### src/sv/bvl_pkg.sv
`timescale 1ns / 1ps
// Shared types and constants of the Bezier velocity / acceleration limit penalty block.
// No dependencies; used by bvl_ctrl, bvl_dp and the top level.
package bvl_pkg;

    // Field and register widths
    localparam int PT_W     = 32;
    localparam int GRAD_W   = 48;
    localparam int COST_W   = 48;
    localparam int SCALE_W  = 24;
    localparam int LIM_W    = 32;
    localparam int CFG_W    = 32;
    localparam int CFG_IDX_W = 2;

    // Datapath widths
    localparam int MAG_W  = 34;            // magnitude of a second difference
    localparam int MA_W   = 36;            // multiplier operand A
    localparam int MB_W   = 25;            // multiplier operand B
    localparam int PROD_W = MA_W + MB_W;
    localparam int E_W    = 50;            // excess over the limit
    localparam int SQ_W   = 36;            // widest excess that is squared exactly
    localparam int SQ_H   = 18;            // split point of the square
    localparam int G_H    = 25;            // split point of excess times scale
    localparam int ACC_W  = 76;
    localparam int G_W    = 51;            // gradient sums before saturation

    localparam logic [COST_W-1:0]        COST_MAX = '1;
    localparam logic signed [GRAD_W-1:0] GRAD_MAX = {1'b0, {(GRAD_W-1){1'b1}}};
    localparam logic signed [GRAD_W-1:0] GRAD_MIN = {1'b1, {(GRAD_W-1){1'b0}}};

    localparam logic [1:0] PH_EMPTY  = 2'd0;
    localparam logic [1:0] PH_ONE    = 2'd1;
    localparam logic [1:0] PH_FULL   = 2'd3;
    localparam logic [1:0] SLOT_LAST = 2'd3;
    localparam logic [1:0] AX_LAST   = 2'd2;

    typedef enum logic [1:0] {
        CFG_VEL_LIMIT = 2'd0,
        CFG_ACC_LIMIT = 2'd1,
        CFG_VEL_SCALE = 2'd2,
        CFG_ACC_SCALE = 2'd3
    } t_cfg_idx;

    // Limit checks of one axis: three velocity, two acceleration
    typedef enum logic [2:0] {
        CHK_V01  = 3'd0,
        CHK_V12  = 3'd1,
        CHK_V23  = 3'd2,
        CHK_A012 = 3'd3,
        CHK_A123 = 3'd4
    } t_chk;

    typedef enum logic [1:0] {LD_NONE, LD_START, LD_STORE, LD_SEG} t_ld;
    typedef enum logic [2:0] {MS_V, MS_SQ_LO, MS_SQ_HI, MS_G_LO, MS_G_HI} t_msel;
    typedef enum logic [1:0] {ACC_HOLD, ACC_LOAD, ACC_ADD_SQ, ACC_ADD_G} t_aop;
    typedef enum logic [1:0] {CF_ZERO, CF_POS, CF_NEG, CF_NEG2} t_coef;

    typedef struct packed {
        t_ld        ld;
        logic [1:0] slot;
        t_chk       chk;
        logic [1:0] ax;
        logic       diff;
        logic       mul_en;
        t_msel      msel;
        t_aop       aop;
        logic       vcmp;
        logic       cost;
        logic       grad;
        logic       rot;
        logic       shift;
        logic [1:0] oslot;
    } t_cmd;

    typedef struct packed {
        logic pen;
    } t_sts;

    typedef struct packed {
        logic signed [PT_W-1:0] point_x;
        logic signed [PT_W-1:0] point_y;
        logic signed [PT_W-1:0] point_z;
        logic                   track_start;
    } t_pt_req;

    typedef struct packed {
        logic signed [GRAD_W-1:0] grad_x;
        logic signed [GRAD_W-1:0] grad_y;
        logic signed [GRAD_W-1:0] grad_z;
        logic [1:0]               point_slot;
        logic [COST_W-1:0]        running_cost;
        logic                     segment_done;
    } t_grad_req;

    // How a limit check's gradient term lands on each control point
    function automatic t_coef coef(input t_chk chk, input logic [1:0] slot);
        t_coef c;
        c = CF_ZERO;
        unique case (chk)
            CHK_V01: begin
                if (slot == 2'd1) c = CF_POS;
                else if (slot == 2'd0) c = CF_NEG;
            end
            CHK_V12: begin
                if (slot == 2'd2) c = CF_POS;
                else if (slot == 2'd1) c = CF_NEG;
            end
            CHK_V23: begin
                if (slot == 2'd3) c = CF_POS;
                else if (slot == 2'd2) c = CF_NEG;
            end
            CHK_A012: begin
                if (slot == 2'd0 || slot == 2'd2) c = CF_POS;
                else if (slot == 2'd1) c = CF_NEG2;
            end
            CHK_A123: begin
                if (slot == 2'd1 || slot == 2'd3) c = CF_POS;
                else if (slot == 2'd2) c = CF_NEG2;
            end
            default: c = CF_ZERO;
        endcase
        return c;
    endfunction

endpackage

### src/sv/bvl_ctrl.sv
`timescale 1ns / 1ps
// Controller of the limit penalty block: point phase, check sequencing, result slots.
// Depends on bvl_pkg.
module bvl_ctrl (
    input  logic          i_clk,
    input  logic          i_rst_n,
    input  logic          i_in_valid,
    output logic          o_in_ready,
    input  logic          i_start,
    output logic          o_out_valid,
    input  logic          i_out_ready,
    input  bvl_pkg::t_sts i_sts,
    output bvl_pkg::t_cmd o_cmd
);
    import bvl_pkg::*;

    typedef enum logic [11:0] {
        S_IDLE  = 12'b0000_0000_0001,
        S_DIFF  = 12'b0000_0000_0010,
        S_VMUL  = 12'b0000_0000_0100,
        S_VCMP  = 12'b0000_0000_1000,
        S_SQLO  = 12'b0000_0001_0000,
        S_SQHI  = 12'b0000_0010_0000,
        S_SQADD = 12'b0000_0100_0000,
        S_COST  = 12'b0000_1000_0000,
        S_GHI   = 12'b0001_0000_0000,
        S_GADD  = 12'b0010_0000_0000,
        S_GRAD  = 12'b0100_0000_0000,
        S_OUT   = 12'b1000_0000_0000
    } t_state;

    t_state     r_state, n_state;
    logic [1:0] r_phase, n_phase;
    t_chk       r_chk, n_chk;
    logic [1:0] r_ax, n_ax;
    logic [1:0] r_k, n_k;
    logic       in_acc, out_acc, adv;

    // Next state and command decode
    always_comb begin
        n_state = r_state;
        n_phase = r_phase;
        n_chk   = r_chk;
        n_ax    = r_ax;
        n_k     = r_k;
        adv     = 1'b0;
        o_cmd       = '0;
        o_cmd.chk   = r_chk;
        o_cmd.ax    = r_ax;
        o_cmd.oslot = r_k;
        o_cmd.slot  = r_phase;
        o_in_ready  = (r_state == S_IDLE);
        o_out_valid = (r_state == S_OUT);
        in_acc  = i_in_valid && o_in_ready;
        out_acc = o_out_valid && i_out_ready;

        unique case (r_state)
            S_IDLE: begin
                if (in_acc) begin
                    if (i_start || r_phase == PH_EMPTY) begin
                        o_cmd.ld = LD_START;
                        n_phase  = PH_ONE;
                    end else if (r_phase != PH_FULL) begin
                        o_cmd.ld = LD_STORE;
                        n_phase  = r_phase + 2'd1;
                    end else begin
                        o_cmd.ld = LD_SEG;
                        n_chk    = CHK_V01;
                        n_ax     = 2'd0;
                        n_state  = S_DIFF;
                    end
                end
            end
            S_DIFF: begin
                o_cmd.diff = 1'b1;
                n_state    = S_VMUL;
            end
            S_VMUL: begin
                o_cmd.mul_en = 1'b1;
                o_cmd.msel   = MS_V;
                n_state      = S_VCMP;
            end
            S_VCMP: begin
                o_cmd.vcmp = 1'b1;
                if (i_sts.pen) n_state = S_SQLO;
                else adv = 1'b1;
            end
            S_SQLO: begin
                o_cmd.mul_en = 1'b1;
                o_cmd.msel   = MS_SQ_LO;
                n_state      = S_SQHI;
            end
            S_SQHI: begin
                o_cmd.mul_en = 1'b1;
                o_cmd.msel   = MS_SQ_HI;
                o_cmd.aop    = ACC_LOAD;
                n_state      = S_SQADD;
            end
            S_SQADD: begin
                o_cmd.aop = ACC_ADD_SQ;
                n_state   = S_COST;
            end
            S_COST: begin
                o_cmd.cost   = 1'b1;
                o_cmd.mul_en = 1'b1;
                o_cmd.msel   = MS_G_LO;
                n_state      = S_GHI;
            end
            S_GHI: begin
                o_cmd.mul_en = 1'b1;
                o_cmd.msel   = MS_G_HI;
                o_cmd.aop    = ACC_LOAD;
                n_state      = S_GADD;
            end
            S_GADD: begin
                o_cmd.aop = ACC_ADD_G;
                n_state   = S_GRAD;
            end
            S_GRAD: begin
                o_cmd.grad = 1'b1;
                adv        = 1'b1;
            end
            S_OUT: begin
                if (out_acc) begin
                    n_k = r_k + 2'd1;
                    if (r_k == SLOT_LAST) n_state = S_IDLE;
                end
            end
            default: n_state = S_IDLE;
        endcase

        // Step to the next check, axis or the result phase
        if (adv) begin
            if (r_chk == CHK_A123) begin
                o_cmd.rot = 1'b1;
                n_chk     = CHK_V01;
                if (r_ax == AX_LAST) begin
                    o_cmd.shift = 1'b1;
                    n_phase     = PH_ONE;
                    n_k         = 2'd0;
                    n_state     = S_OUT;
                end else begin
                    n_ax    = r_ax + 2'd1;
                    n_state = S_DIFF;
                end
            end else begin
                n_chk   = t_chk'(r_chk + 3'd1);
                n_state = S_DIFF;
            end
        end
    end

    // State registers
    always_ff @(posedge i_clk) begin
        if (!i_rst_n) begin
            r_state <= S_IDLE;
            r_phase <= PH_EMPTY;
            r_chk   <= CHK_V01;
            r_ax    <= 2'd0;
            r_k     <= 2'd0;
        end else begin
            r_state <= n_state;
            r_phase <= n_phase;
            r_chk   <= n_chk;
            r_ax    <= n_ax;
            r_k     <= n_k;
        end
    end

    // A segment's closing point starts the check sequence
    a_seg_start: assert property (@(posedge i_clk) disable iff (!i_rst_n)
        (in_acc && r_phase == PH_FULL && !i_start) |=> (r_state == S_DIFF))
        else $error("segment point did not start the checks");

    // Last result returns to idle with the end point held as point 0
    a_seg_end: assert property (@(posedge i_clk) disable iff (!i_rst_n)
        (out_acc && r_k == SLOT_LAST) |=> (r_state == S_IDLE && r_phase == PH_ONE))
        else $error("segment did not close correctly");

    // Axis counter stays on the three axes
    a_axis: assert property (@(posedge i_clk) disable iff (!i_rst_n)
        r_ax <= AX_LAST)
        else $error("axis counter out of range");

    // A check within limit moves straight on to the next one
    a_skip: assert property (@(posedge i_clk) disable iff (!i_rst_n)
        (r_state == S_VCMP && !i_sts.pen && r_chk != CHK_A123) |=> (r_state == S_DIFF))
        else $error("unpenalised check did not advance");

endmodule

### config.mk
export PLATFORM = sky130hd
export DESIGN_NAME = bvl_ctrl
export DESIGN_NICKNAME = d
export VERILOG_FILES = /design/src/sv/bvl_pkg.sv /design/src/sv/bvl_ctrl.sv
export SDC_FILE = /design/constraint.sdc
export NUM_CORES = 1
export LEC_CHECK = 0
export ABC_AREA = 0
export ABC_CLOCK_PERIOD_IN_PS = 6050
export BUFFER_PORTS_ARGS = -buffer_cell sky130_fd_sc_hd__buf_2
export CORE_ASPECT_RATIO = 0.75
export CORE_MARGIN = 10
export CORE_UTILIZATION = 37
export CTS_BUF_LIST = sky130_fd_sc_hd__clkbuf_16
export CTS_CLUSTER_SIZE = 10
export DETAILED_ROUTE_END_ITERATION = 10
export PLACE_DENSITY = 0.56
export SKIP_CTS_REPAIR_TIMING = 1
export SYNTH_ARGS = -nofsm -noshare
export SYNTH_HDL_FRONTEND = slang
export SYNTH_SLANG_ARGS = --single-unit
### constraint.sdc
create_clock -name i_clk -period 6.05 [get_ports i_clk]
set_input_delay 1.21 -clock i_clk [delete_from_list [all_inputs] [get_ports i_clk]]
set_output_delay 1.21 -clock i_clk [all_outputs]
set_load 0.02 [all_outputs]
==> flow_summary.toml <==
[sta]
final-setup-viol-count = 0
max_clock_freq_ghz = 0.243
drv_slew = 0
timing.final.crit_share_pct = 68.0
skew_ps = 1.94
tns_ps = 0
hold_violations = 0
tightest_slew_ps = 535
layout_min_cycle_time_ps = 4110
rsz0062_at_grt = "false"
maxSlewHeadroom_pct = 64.3

[floorplan]
chipHeight_um = 69.5
ios = 31
die_x_um = 86.0
die_area_mm2 = 0.00598
core_mm2 = 0.00304
start_util_pct = 39.8
num_rows = 17

[placement]
gp_congestion = 0.757
post-dp-hpwl_um = 2460
dp.cells = 199
io_buffers = 30

[route]
vias_per_cell = 5.43
vias = 1102
postRouteAntennaNets = 0
wirelength_um = 3160
first_pass_iters = 4
route.detailed.drc = 0
drt_iter0_drc = 43
wl_per_cell_um = 15.5

[global_routing]
grt_antenna_before_repair = 0
track_usage_pct = 10.4
grt_pass1_vias = 1048
grt_max_degree = 16
grt_pass1_wl_um = 5170
overflow = 0

[cells_and_area]
antenna_cells = 0
final_common_cell = "buf_2"
nNetsFinal = 175
layout_common_cells = "30 x buf_2, 21 x dfxtp_1, 19 x nor2_1"
drive_gt1_share_pct = 28.5
stdcell_count = 203
area_delta_synth_final_pct = 18.4

[worst_hold_path]
hold_path_class = "reg2reg"

[cts]
htreeDepth = 1
max-clock-path-buffers = 2
cts.root.buffer_cell = "clkbuf_16"
cts.clk_slew.worst_paths_ps = 60
clock_latency_ps = 250
cts_tree = "built"
cts_buffers = 3
clock_sinks = 21

[pwr]
pwr_density_cell_mw_per_mm2 = 205
finalPower_mw = 0.293
p_leak_nw = 0.623
vdd_drop_max_mv = 0.111

[critical_path]
path_cells = "buf_2, or4b_2, nor4_4, nor2_2, nor4_2, buf_2"
critPathMostFrequentCell = "buf_2"
cp.required_ps = 4840
cp_max_fo = 15
path_class = "in2out"
max_stage_delay_ps = 650
cpMaxStageDelayCell = "or4b_2"
cp_data_arrival_time_ps = 2900
critPathLaunchType = "input pin"
end_kind = "output port"

[synth]
synth-async-reset-ratio_pct = 0
syn_inst = 137
synth_top_flop_cell = "dfxtp_1"
ys_seq_area_share_pct = 34.7
synth-edff-count = 0
syn_area_mm2 = 0.00121
ys_warn_count = 0
ys_types = 46
ys_seq_elements = 21
avgSynthCellArea_um2 = 8.83
synth_nets = 146

[status]
status = "finished clean"

[job]
drv_cap = 0
==> layout make-up <==
type,instances,area [µm²]
clock buffer,3,75.1
clock inverter,1,3.75
fill,295,1610
inverter,6,22.5
multi-input combinational,104,713
sequential,21,420
tap,38,47.5
timing repair buffer,30,150
==> report_power, final <==
group	internal (mW)	total, mW	switching (mW)
sequential	0.139	0.141	0.00170
combinational	0.00608	0.0153	0.00917
clock	0.0880	0.137	0.0491
total	0.233	0.293	0.0600
==> path summary, 6_finish.rpt <==
path | slack, ps | startpoint | end | cells after the start
setup / recovery | 1940 | i_sts | o_cmd[2] | 6
hold / removal | 510 | r_chk[0] | r_chk[0] | 2
setup reg to reg | 3700 | r_state[2] | r_k[1] | 5
hold reg to reg | 510 | r_chk[0] | r_chk[0] | 2
==> cell families after synthesis <==
family	after synthesis	share of synthesized area, %
AO/OA/AOI/OAI	21	11.7
XOR/XNOR	4	2.90
adder cells (fa/ha/maj)	3	3.10
buffers and inverters	12	6.31
flip-flops	21	34.7
multiplexers	2	1.76
AND/OR/NAND/NOR	74	39.5
==> routing by layer <==
layer | vias to the layer above | share of wire [%] | global-route usage (%)
met4 | 0 | 0 | 1.81
met2 | 25 | 44 | 14.8
met5 | - | 0 | 0
li1 | 562 | - | -
met1 | 515 | 51 | 14.1
met3 | 0 | 5.5 | 4.33
==> per-stage QoR <==
| stage | hold WS (ps) | utilization, % | worst slack [ps] | area, µm² |
|---|---|---|---|---|
| 2_1_floorplan | 472 | - | 2210 | 1210 |
| 3_3_place_gp | 502 | 44.5 | 1970 | 1350 |
| 3_5_place_dp | 501 | 44.5 | 1890 | 1350 |
| 4_1_cts | 509 | 47.1 | 1900 | 1430 |
| 5_1_grt | 533 | 47.1 | 1800 | 1430 |
| 6_report | 510 | 47.1 | 1940 | 1430 |
==> synthesized netlist by cell type, types with 2 or more instances <==
cell,n,share of area (%)
dfxtp_1,21,35
nor2_1,19,5.9
nand2_1,9,2.8
nand3_1,7,2.9
a21oi_1,6,2.5
inv_1,5,1.6
nor3_1,4,1.7
o211ai_1,4,2.5
o21ai_0,4,1.7
or4b_2,4,3.3
and2_1,3,1.6
and4b_1,3,2.5
ha_1,3,3.1
nor4_1,3,1.6
o21a_1,3,1.9
or4_1,3,1.9
buf_6,2,1.9
nor2b_1,2,1.0
nor4_4,2,3.5
nor4b_1,2,1.4
xnor2_1,2,1.4
xor2_1,2,1.4
==> state kept, by name, summed over array words and instances (netlist names) <==
signal and count:
r_state 12, r_phase 2, r_ax 2, r_chk 3, r_k 2
==> critical path: cells and delay by family <==
family                 cells  cell delay, ps
AND/OR/NAND/NOR            4            1370
buffers and inverters      2             330
(Power assumes the default switching activity.)
